<file path="config.mk">
export PLATFORM = sky130hd
export DESIGN_NAME = five_tuple_rule_packet_filter
export DESIGN_NICKNAME = d
export VERILOG_FILES = /design/src/hw/rtl/ftpf_pkg.sv /design/src/hw/rtl/five_tuple_rule_packet_filter.sv /design/src/hw/rtl/ftpf_ram.sv /design/src/hw/rtl/ftpf_ctrl.sv /design/src/hw/rtl/ftpf_dp.sv
export SDC_FILE = /design/constraint.sdc
export NUM_CORES = 2
export LEC_CHECK = 0
export BUFFER_PORTS_ARGS = -buffer_cell sky130_fd_sc_hd__buf_2
export CORE_ASPECT_RATIO = 0.6
export CORE_MARGIN = 1.5
export CORE_UTILIZATION = 42
export CTS_BUF_LIST = sky130_fd_sc_hd__clkbuf_4 sky130_fd_sc_hd__clkbuf_8
export DETAILED_ROUTE_END_ITERATION = 16
export SYNTH_ARGS = -nofsm -noshare
export SYNTH_HDL_FRONTEND = slang
export SYNTH_SLANG_ARGS = --single-unit
</file>
<file path="constraint.sdc">
create_clock -name i_clk -period 9.6 [get_ports i_clk]
set_clock_uncertainty 0.1 [all_clocks]
set_input_delay 1.92 -clock i_clk [delete_from_list [all_inputs] [get_ports i_clk]]
set_output_delay 1.92 -clock i_clk [all_outputs]
set_load 0.1 [all_outputs]
</file>
<file path="src/hw/rtl/ftpf_pkg.sv">
// Shared types, constants and codes of the five-tuple rule packet filter.
package ftpf_pkg;

    localparam int RULE_SLOTS = 16;
    localparam int IDX_W      = (RULE_SLOTS > 1) ? $clog2(RULE_SLOTS) : 1;
    localparam int CNT_W      = 5;

    localparam int RULE_W     = 2 + 32 + 32 + 16 + 16;

    localparam logic [15:0] ETH_IPV4      = 16'h0800;
    localparam logic [7:0]  IP_PROTO_UDP  = 8'd17;
    localparam logic [7:0]  IP_PROTO_TCP  = 8'd6;

    localparam logic [1:0]  CLASS_UDP     = 2'd1;
    localparam logic [1:0]  CLASS_TCP     = 2'd2;

    localparam logic [1:0]  MODE_WHITELIST = 2'd0;
    localparam logic [1:0]  MODE_BLACKLIST = 2'd1;

    localparam logic        ITEM_CLASSIFY = 1'b0;
    localparam logic        ITEM_WRITE    = 1'b1;

    localparam logic [1:0]  REG_FILTER_MODE = 2'd0;
    localparam logic [1:0]  REG_RULE_COUNT  = 2'd1;

    typedef enum logic {
        S_IDLE,
        S_SCAN
    } t_state;

    typedef struct packed {
        logic start;    // latch a classify item and read rule zero
        logic wr_rule;  // store the incoming rule
        logic advance;  // step to the next rule
        logic load;     // load the result register
    } t_cmd;

    typedef struct packed {
        logic done;     // current rule matched or it was the last one
        logic out_free; // result register can take a new result
    } t_stat;

endpackage

</file>
<file path="src/hw/rtl/five_tuple_rule_packet_filter.sv">
// A classify item walks the rule table; its result is registered when the walk ends.
// A rule write item gives no result. At most RULE_SLOTS rules are compared.
// The walk over the registered-read rule RAM compares one rule a cycle; a finished walk waits while
// the result register is busy, and a new item is taken the cycle after its result is loaded.
// Reset (i_rst_n, synchronous, active low) clears the state machine, the result valid flag and both
// configuration registers; the rule table is not cleared and must be written before it is used.
module five_tuple_rule_packet_filter
    import ftpf_pkg::*;
(
    input  logic             i_clk,
    input  logic             i_rst_n,
    // Input item channel.
    input  logic             i_in_valid,
    output logic             o_in_stall,
    input  logic             i_mode,
    input  logic [3:0]       i_rule_index,
    input  logic [1:0]       i_rule_proto,
    input  logic [15:0]      i_ether_type,
    input  logic [7:0]       i_ip_proto,
    input  logic [31:0]      i_src_addr,
    input  logic [31:0]      i_dst_addr,
    input  logic [15:0]      i_sport,
    input  logic [15:0]      i_dport,
    // Result item channel.
    output logic             o_out_valid,
    input  logic             i_out_stall,
    output logic             o_forward,
    output logic             o_matched,
    output logic [3:0]       o_match_index,
    // Configuration write port.
    input  logic             i_cfg_we,
    input  logic [1:0]       i_cfg_index,
    input  logic [CNT_W-1:0] i_cfg_data
);

    // The controller issues at most one command per cycle to the datapath and watches
    // two status bits: whether the walk is finished and whether the result
    // register can take a new result.
    t_cmd  cmd;
    t_stat stat;

    // The controller takes an item only while idle. A rule write is stored in
    // the same cycle; a classify item latches its header and starts the walk.
    ftpf_ctrl u_ctrl (
        .i_clk      (i_clk),
        .i_rst_n    (i_rst_n),
        .i_in_valid (i_in_valid),
        .i_mode     (i_mode),
        .i_stat     (stat),
        .o_in_stall (o_in_stall),
        .o_cmd      (cmd)
    );

    // The datapath holds the rule RAM, compares one rule per cycle against the
    // latched header, and keeps the result in an output register so that the
    // next item can be taken while a finished result still waits downstream.
    // Frames that are not IPv4 finish on the first compare with no match.
    ftpf_dp u_dp (
        .i_clk         (i_clk),
        .i_rst_n       (i_rst_n),
        .i_cmd         (cmd),
        .o_stat        (stat),
        .i_cfg_we      (i_cfg_we),
        .i_cfg_index   (i_cfg_index),
        .i_cfg_data    (i_cfg_data),
        .i_rule_index  (i_rule_index),
        .i_rule_proto  (i_rule_proto),
        .i_ether_type  (i_ether_type),
        .i_ip_proto    (i_ip_proto),
        .i_src_addr    (i_src_addr),
        .i_dst_addr    (i_dst_addr),
        .i_sport       (i_sport),
        .i_dport       (i_dport),
        .i_out_stall   (i_out_stall),
        .o_out_valid   (o_out_valid),
        .o_forward     (o_forward),
        .o_matched     (o_matched),
        .o_match_index (o_match_index)
    );

endmodule

</file>
<file path="src/hw/rtl/ftpf_ram.sv">
// Generic single-write, single-read RAM with registered read data.
module ftpf_ram #(
    parameter int WIDTH = 8,
    parameter int DEPTH = 16
) (
    input  logic                                      i_clk,
    input  logic                                      i_we,
    input  logic [((DEPTH > 1) ? $clog2(DEPTH) : 1)-1:0] i_waddr,
    input  logic [WIDTH-1:0]                          i_wdata,
    input  logic [((DEPTH > 1) ? $clog2(DEPTH) : 1)-1:0] i_raddr,
    output logic [WIDTH-1:0]                          o_rdata
);

    logic [WIDTH-1:0] r_mem [DEPTH];
    logic [WIDTH-1:0] r_rdata;

    always_ff @(posedge i_clk) begin
        if (i_we) begin
            r_mem[i_waddr] <= i_wdata;
        end
        r_rdata <= r_mem[i_raddr];
    end

    assign o_rdata = r_rdata;

endmodule

</file>
<file path="src/hw/rtl/ftpf_ctrl.sv">
// Controller state machine that sequences rule writes and the rule walk.
module ftpf_ctrl
    import ftpf_pkg::*;
(
    input  logic  i_clk,
    input  logic  i_rst_n,
    input  logic  i_in_valid,
    input  logic  i_mode,
    input  t_stat i_stat,
    output logic  o_in_stall,
    output t_cmd  o_cmd
);

    t_state r_state;
    t_state n_state;

    always_ff @(posedge i_clk) begin
        if (!i_rst_n) begin
            r_state <= S_IDLE;
        end else begin
            r_state <= n_state;
        end
    end

    always_comb begin
        n_state    = r_state;
        o_in_stall = 1'b1;
        o_cmd      = '0;
        case (r_state)
            S_IDLE: begin
                o_in_stall = 1'b0;
                if (i_in_valid) begin
                    if (i_mode == ITEM_WRITE) begin
                        o_cmd.wr_rule = 1'b1;
                    end else begin
                        o_cmd.start = 1'b1;
                        n_state     = S_SCAN;
                    end
                end
            end
            S_SCAN: begin
                if (i_stat.done) begin
                    if (i_stat.out_free) begin
                        o_cmd.load = 1'b1;
                        n_state    = S_IDLE;
                    end
                end else begin
                    o_cmd.advance = 1'b1;
                end
            end
            default: begin
                n_state = S_IDLE;
            end
        endcase
    end

`ifndef SYNTHESIS
    a_cmd_onehot: assert property (@(posedge i_clk) disable iff (!i_rst_n)
        $onehot0({o_cmd.start, o_cmd.wr_rule, o_cmd.advance, o_cmd.load}))
        else $error("more than one datapath command at once");

    a_load_free: assert property (@(posedge i_clk) disable iff (!i_rst_n)
        o_cmd.load |-> (i_stat.out_free && r_state == S_SCAN))
        else $error("result loaded while the result register is busy");

    a_start_scans: assert property (@(posedge i_clk) disable iff (!i_rst_n)
        o_cmd.start |=> (r_state == S_SCAN && o_in_stall))
        else $error("classify item did not start a rule walk");
`endif

endmodule

</file>
<file path="src/hw/rtl/ftpf_dp.sv">
// Datapath: configuration registers, rule table, rule compare and result register.
module ftpf_dp
    import ftpf_pkg::*;
(
    input  logic             i_clk,
    input  logic             i_rst_n,
    input  t_cmd             i_cmd,
    output t_stat            o_stat,
    input  logic             i_cfg_we,
    input  logic [1:0]       i_cfg_index,
    input  logic [CNT_W-1:0] i_cfg_data,
    input  logic [3:0]       i_rule_index,
    input  logic [1:0]       i_rule_proto,
    input  logic [15:0]      i_ether_type,
    input  logic [7:0]       i_ip_proto,
    input  logic [31:0]      i_src_addr,
    input  logic [31:0]      i_dst_addr,
    input  logic [15:0]      i_sport,
    input  logic [15:0]      i_dport,
    input  logic             i_out_stall,
    output logic             o_out_valid,
    output logic             o_forward,
    output logic             o_matched,
    output logic [3:0]       o_match_index
);

    logic [1:0]       r_filter_mode;
    logic [CNT_W-1:0] r_rule_count;

    logic             r_ipv4;
    logic [7:0]       r_ip_proto;
    logic [31:0]      r_src_addr;
    logic [31:0]      r_dst_addr;
    logic [15:0]      r_sport;
    logic [15:0]      r_dport;
    logic [CNT_W-1:0] r_limit;
    logic [IDX_W-1:0] r_idx;

    logic             r_out_valid;
    logic             r_forward;
    logic             r_matched;
    logic [3:0]       r_match_index;

    logic             ram_we;
    logic [IDX_W-1:0] ram_waddr;
    logic [RULE_W-1:0] ram_wdata;
    logic [IDX_W-1:0] ram_raddr;
    logic [RULE_W-1:0] ram_rdata;

    logic [1:0]       rule_cls;
    logic [31:0]      rule_sa;
    logic [31:0]      rule_da;
    logic [15:0]      rule_sp;
    logic [15:0]      rule_dp;
    logic             proto_ok;
    logic             rule_hit;
    logic             last_rule;
    logic [CNT_W-1:0] limit_in;
    logic             fwd;

    // Configuration registers.
    always_ff @(posedge i_clk) begin
        if (!i_rst_n) begin
            r_filter_mode <= MODE_WHITELIST;
            r_rule_count  <= '0;
        end else if (i_cfg_we) begin
            case (i_cfg_index)
                REG_FILTER_MODE: r_filter_mode <= i_cfg_data[1:0];
                REG_RULE_COUNT:  r_rule_count  <= i_cfg_data;
                default: begin
                end
            endcase
        end
    end

    // Rule table.
    assign ram_we    = i_cmd.wr_rule && (32'(i_rule_index) < 32'(RULE_SLOTS));
    assign ram_waddr = IDX_W'(i_rule_index);
    assign ram_wdata = {i_rule_proto, i_src_addr, i_dst_addr, i_sport, i_dport};

    always_comb begin
        if (i_cmd.start) begin
            ram_raddr = '0;
        end else if (i_cmd.advance) begin
            ram_raddr = r_idx + IDX_W'(1);
        end else begin
            ram_raddr = r_idx;
        end
    end

    ftpf_ram #(
        .WIDTH (RULE_W),
        .DEPTH (RULE_SLOTS)
    ) u_rules (
        .i_clk   (i_clk),
        .i_we    (ram_we),
        .i_waddr (ram_waddr),
        .i_wdata (ram_wdata),
        .i_raddr (ram_raddr),
        .o_rdata (ram_rdata)
    );

    // Packet header and walk position.
    assign limit_in = (32'(r_rule_count) > 32'(RULE_SLOTS)) ? CNT_W'(RULE_SLOTS)
                                                             : r_rule_count;

    always_ff @(posedge i_clk) begin
        if (i_cmd.start) begin
            r_ipv4     <= (i_ether_type == ETH_IPV4);
            r_ip_proto <= i_ip_proto;
            r_src_addr <= i_src_addr;
            r_dst_addr <= i_dst_addr;
            r_sport    <= i_sport;
            r_dport    <= i_dport;
            r_limit    <= limit_in;
        end
    end

    always_ff @(posedge i_clk) begin
        if (!i_rst_n) begin
            r_idx <= '0;
        end else if (i_cmd.start) begin
            r_idx <= '0;
        end else if (i_cmd.advance) begin
            r_idx <= r_idx + IDX_W'(1);
        end
    end

    // Compare the rule on the RAM output with the latched header.
    assign {rule_cls, rule_sa, rule_da, rule_sp, rule_dp} = ram_rdata;

    always_comb begin
        case (rule_cls)
            CLASS_UDP: proto_ok = (r_ip_proto == IP_PROTO_UDP);
            CLASS_TCP: proto_ok = (r_ip_proto == IP_PROTO_TCP);
            default:   proto_ok = 1'b1;
        endcase
    end

    assign rule_hit = r_ipv4 && (r_limit != '0) && proto_ok
                   && (rule_sa == '0 || rule_sa == r_src_addr)
                   && (rule_da == '0 || rule_da == r_dst_addr)
                   && (rule_sp == '0 || rule_sp == r_sport)
                   && (rule_dp == '0 || rule_dp == r_dport);

    assign last_rule = !r_ipv4 || ((CNT_W'(r_idx) + CNT_W'(1)) >= r_limit);

    assign o_stat.done     = rule_hit || last_rule;
    assign o_stat.out_free = !r_out_valid || !i_out_stall;

    always_comb begin
        if (!r_ipv4) begin
            fwd = 1'b1;
        end else begin
            case (r_filter_mode)
                MODE_WHITELIST: fwd = rule_hit;
                MODE_BLACKLIST: fwd = !rule_hit;
                default:        fwd = 1'b0;
            endcase
        end
    end

    // Result register.
    always_ff @(posedge i_clk) begin
        if (!i_rst_n) begin
            r_out_valid <= 1'b0;
        end else if (i_cmd.load) begin
            r_out_valid <= 1'b1;
        end else if (!i_out_stall) begin
            r_out_valid <= 1'b0;
        end
    end

    always_ff @(posedge i_clk) begin
        if (i_cmd.load) begin
            r_forward     <= fwd;
            r_matched     <= rule_hit;
            r_match_index <= rule_hit ? 4'(r_idx) : 4'd0;
        end
    end

    assign o_out_valid   = r_out_valid;
    assign o_forward     = r_forward;
    assign o_matched     = r_matched;
    assign o_match_index = r_match_index;

`ifndef SYNTHESIS
    a_walk_bound: assert property (@(posedge i_clk) disable iff (!i_rst_n)
        i_cmd.advance |-> ((CNT_W'(r_idx) + CNT_W'(1)) < r_limit))
        else $error("rule walk stepped past the rule count");

    a_index_zero: assert property (@(posedge i_clk) disable iff (!i_rst_n)
        (r_out_valid && !r_matched) |-> (r_match_index == 4'd0))
        else $error("match index not zero on a frame without a match");

    a_advance_clean: assert property (@(posedge i_clk) disable iff (!i_rst_n)
        i_cmd.advance |=> (r_idx == $past(r_idx) + IDX_W'(1)))
        else $error("walk position did not follow the advance command");
`endif

endmodule
</file>
==> impl_metrics.csv <==
group,metric,value,unit
timing,hold_ws,394,ps
global_routing,grtUsageTotal,20.8,%
min_path,worstHoldPathCells,2,
cts,insertion_delay,910,ps
global_routing,overflow,0,
cts,tritoncts,"done",
setup_path,r2r_cells,13,
timing,worst_pin_slew,1230,ps
global_routing,grt_max_degree,182,
setup_path,critPathBufInv,3,
cts,cts-resized-gates,0,
timing,hold_viol_final,0,
global_routing,antenna_found_initial,30,
yosys,syn_avg_cell_area,19.8,um2
setup_path,critPathRequiredTime,10330,ps
yosys,synthFlopType,"edfxtp_1",
status,status,"completed",
yosys,syn_nets,3522,
timing,finalCritPeriodShare,67.4,%
job,drv_cap,0,
routing,firstDrtPassIters,6,
cts,path_clk_slew,70,ps
placed_design,gp_congestion,0.742,
floorplan,coreArea,158000,um2
global_routing,grt_first_pass_wirelength,245000,um
yosys,ys_warn_count,0,
final_layout,nets,3723,
floorplan,dieHeight,312,um
final_layout,fill_cells,13100,
timing,setup_viol,0,
timing,max_slew_margin,18.1,%
routing,drc,0,
setup_path,start_kind,"flop",
routing,vias,35000,
power,ir_worst_vdd,141,uV
cts,root_buffer,"clkbuf_8",
setup_path,worst-path-stages,13,
setup_path,path_class,"reg -> reg",
setup_path,critPathTopFamily,"simple AND/OR/NAND/NOR gates",
routing,ant_nets,0,
setup_path,endpoint_kind,"flop",
cts,htreeDepth,4,
yosys,synth-seq-cells,1795,
routing,routed_wl,170000,um
setup_path,cpMaxStageDelayCell,"buf_4",
yosys,synth_cells,3376,
timing,finalCriticalPeriod,6470,ps
cts,cts_setup_buffers,0,
global_routing,grt_pass1_vias,34500,
placed_design,dp_hpwl,75400,um
yosys,synth-async-reset-ratio,0,%
yosys,yosysSeqAreaShare,79.0,%
setup_path,max_stage_delay,950,ps
placed_design,io_buffers,146,
cts,clkSinkCount,1795,
floorplan,fp.dieW,518,um
yosys,synth-edff-count,1684,
final_layout,areaGrowthSynthToFinish,12.3,%
final_layout,drive_gt1_share,22.7,%
setup_path,crit_fanout,56,
setup_path,cp.arrival,7200,ps
timing,fin_tns_setup,0,ps
cts,postCtsHoldBufs,0,
cts,cts_buffers,240,
floorplan,die_area,162000,um2
timing,max_freq,155,MHz
yosys,synthDistinctLibCells,53,
setup_path,crit_chain,"xnor2_1, nand4_1, nor4_1, a21oi_1, nor4_1, buf_4, and4b_1, xor2_1, nand2_4, buf_4, and2_4, buf_4, a221o_1",
routing,routedWlPerCell,28.7,um
cts,clockBufferDepth,3,
routing,vias_per_cell,5.91,
placed_design,post-place-ws,3310,ps
floorplan,rows,113,
power,power_density,202,nW/um2
power,power.total,15.1,mW
timing,slew_violations,0,
routing,drt-initial-drc-count,4229,
timing,setup_slack,3130,ps
floorplan,initial_core_util,42.3,%
setup_path,worst_path_most_repeated_cell,"buf_4",
min_path,hold_path_class,"reg -> reg",
power,p_leak,24.3,nW
floorplan,io_pins,147,
timing,rsz0062_at_grt,"no",
yosys,syn-cell-area,66800,um2
==> report_power, final <==
part / leakage (nW) / switching, mW / internal (mW)
logic: 5.38 / 0.276 / 0.117
registers: 16.1 / 0.0315 / 8.64
clock network: 2.77 / 2.84 / 3.23
total: 24.3 / 3.15 / 12.0
==> placed cells by master (no fill, tap or decap), types with 8 or more instances in the layout <==
cell and n:
buf_12 20, nor2_4 13, diode_2 8, nand4_1 29, and3_1 189, nor4_1 34, clkinv_2 29, a31oi_1 196
mux4_2 180, clkbuf_4 106, clkbuf_8 280, o32ai_1 8, mux2i_1 24, dfxtp_1 111, edfxtp_1 1684, a221o_1 98
nand2_1 54, mux2_2 8, a211oi_1 24, a221oi_2 20, inv_1 8, clkinv_1 27, nor2_1 18, a221oi_1 250
and2_1 25, xnor2_1 98, buf_4 23, buf_2 146
==> area by class of cell <==
cell class	count	area [um2]	share of cell area, %
Timing Repair Buffer	190	1310	1.75
Tap cell	2127	2660	3.55
Multi-Input combinational cell	1341	13100	17.4
Clock inverter	71	510	0.680
Clock buffer	385	4640	6.19
Inverter	9	38.8	0.0517
Sequential cell	1795	52800	70.4
Antenna cell	8	20.0	0.0267
==> final timing paths <==
kind | start | to | slack, ps
setup / recovery | u_dp.r_src_addr[25] | u_dp.u_rules.o_rdata[52] | 3130
hold / removal | u_dp.r_rule_count[2] | u_dp.r_rule_count[2] | 390
setup reg to reg | u_dp.r_src_addr[25] | u_dp.u_rules.o_rdata[52] | 3130
hold reg to reg | u_dp.r_rule_count[2] | u_dp.r_rule_count[2] | 390
==> tightest hold or removal path: stages, from the launching register on <==
cell,delay [ps]
dfxtp_1,320
mux2i_1,60
nor2_1,70
==> flip-flops by register name (all words and copies together) (netlist names) <==
| register | cells |
|---|---|
| u_dp.u_rules.r_mem | 1568 |
| u_dp.u_rules.o_rdata | 98 |
| u_dp.r_dst_addr | 32 |
| u_dp.r_src_addr | 32 |
| u_dp.r_dport | 16 |
| u_dp.r_sport | 16 |
| u_dp.r_ip_proto | 8 |
| u_dp.r_limit | 5 |
| u_dp.r_rule_count | 5 |
| u_dp.o_match_index | 4 |
| u_dp.r_idx | 4 |
| u_dp.r_filter_mode | 2 |
| u_ctrl.r_state | 1 |
| u_dp.o_forward | 1 |
| u_dp.o_matched | 1 |
| u_dp.o_out_valid | 1 |
| u_dp.r_ipv4 | 1 |
==> through the flow <==
step                cell area [um2]  instances  utilization (%)
floorplan                     66900       3376                -
global placement              69800       5461             44.2
detailed placement            69800       5461             44.2
CTS                           75000       5917             47.4
global route                  75000       5921             47.5
finish                        75000       5926             47.5
==> Yosys cell counts (15+ instances only) <==
library cell / n / area, um2
buf_4: 19 / 143
a221oi_1: 250 / 2190
clkbuf_1: 96 / 360
mux2i_1: 26 / 260
a31oi_1: 196 / 1230
and3_1: 189 / 1180
a211oi_1: 24 / 180
buf_2: 81 / 405
a221o_1: 98 / 981
nor4_1: 35 / 219
nor2_1: 30 / 113
and2_1: 27 / 169
buf_6: 15 / 169
dfxtp_1: 111 / 2220
mux4_2: 180 / 4050
a221oi_2: 20 / 300
nand2_1: 55 / 206
nand4_1: 29 / 181
edfxtp_1: 1684 / 50600
xnor2_1: 98 / 858
==> cells by family (layout without fill, tap and decap cells) <==
kind of cell / after synthesis / in the layout / share of synthesized area, %
mux: 217 / 217 / 6.65
buf+inv: 240 / 655 / 1.83
compound gates: 612 / 612 / 7.55
other cells: 0 / 8 / 0
fa+ha+maj: 7 / 7 / 0.131
simple gates: 405 / 405 / 3.55
xor+xnor: 100 / 100 / 1.31
flops: 1795 / 1795 / 79.0
==> layer usage <==
metal | part of all wire (%) | global-route usage [%] | up-vias
li1 | - | - | 14800
met1 | 45 | 31.3 | 18400
met2 | 44 | 30.5 | 1546
met3 | 8.8 | 4.86 | 260
met4 | 1.7 | 4.96 | 18
met5 | 0.12 | 0.460 | -
Note: power is estimated with default switching activity, not from simulation.
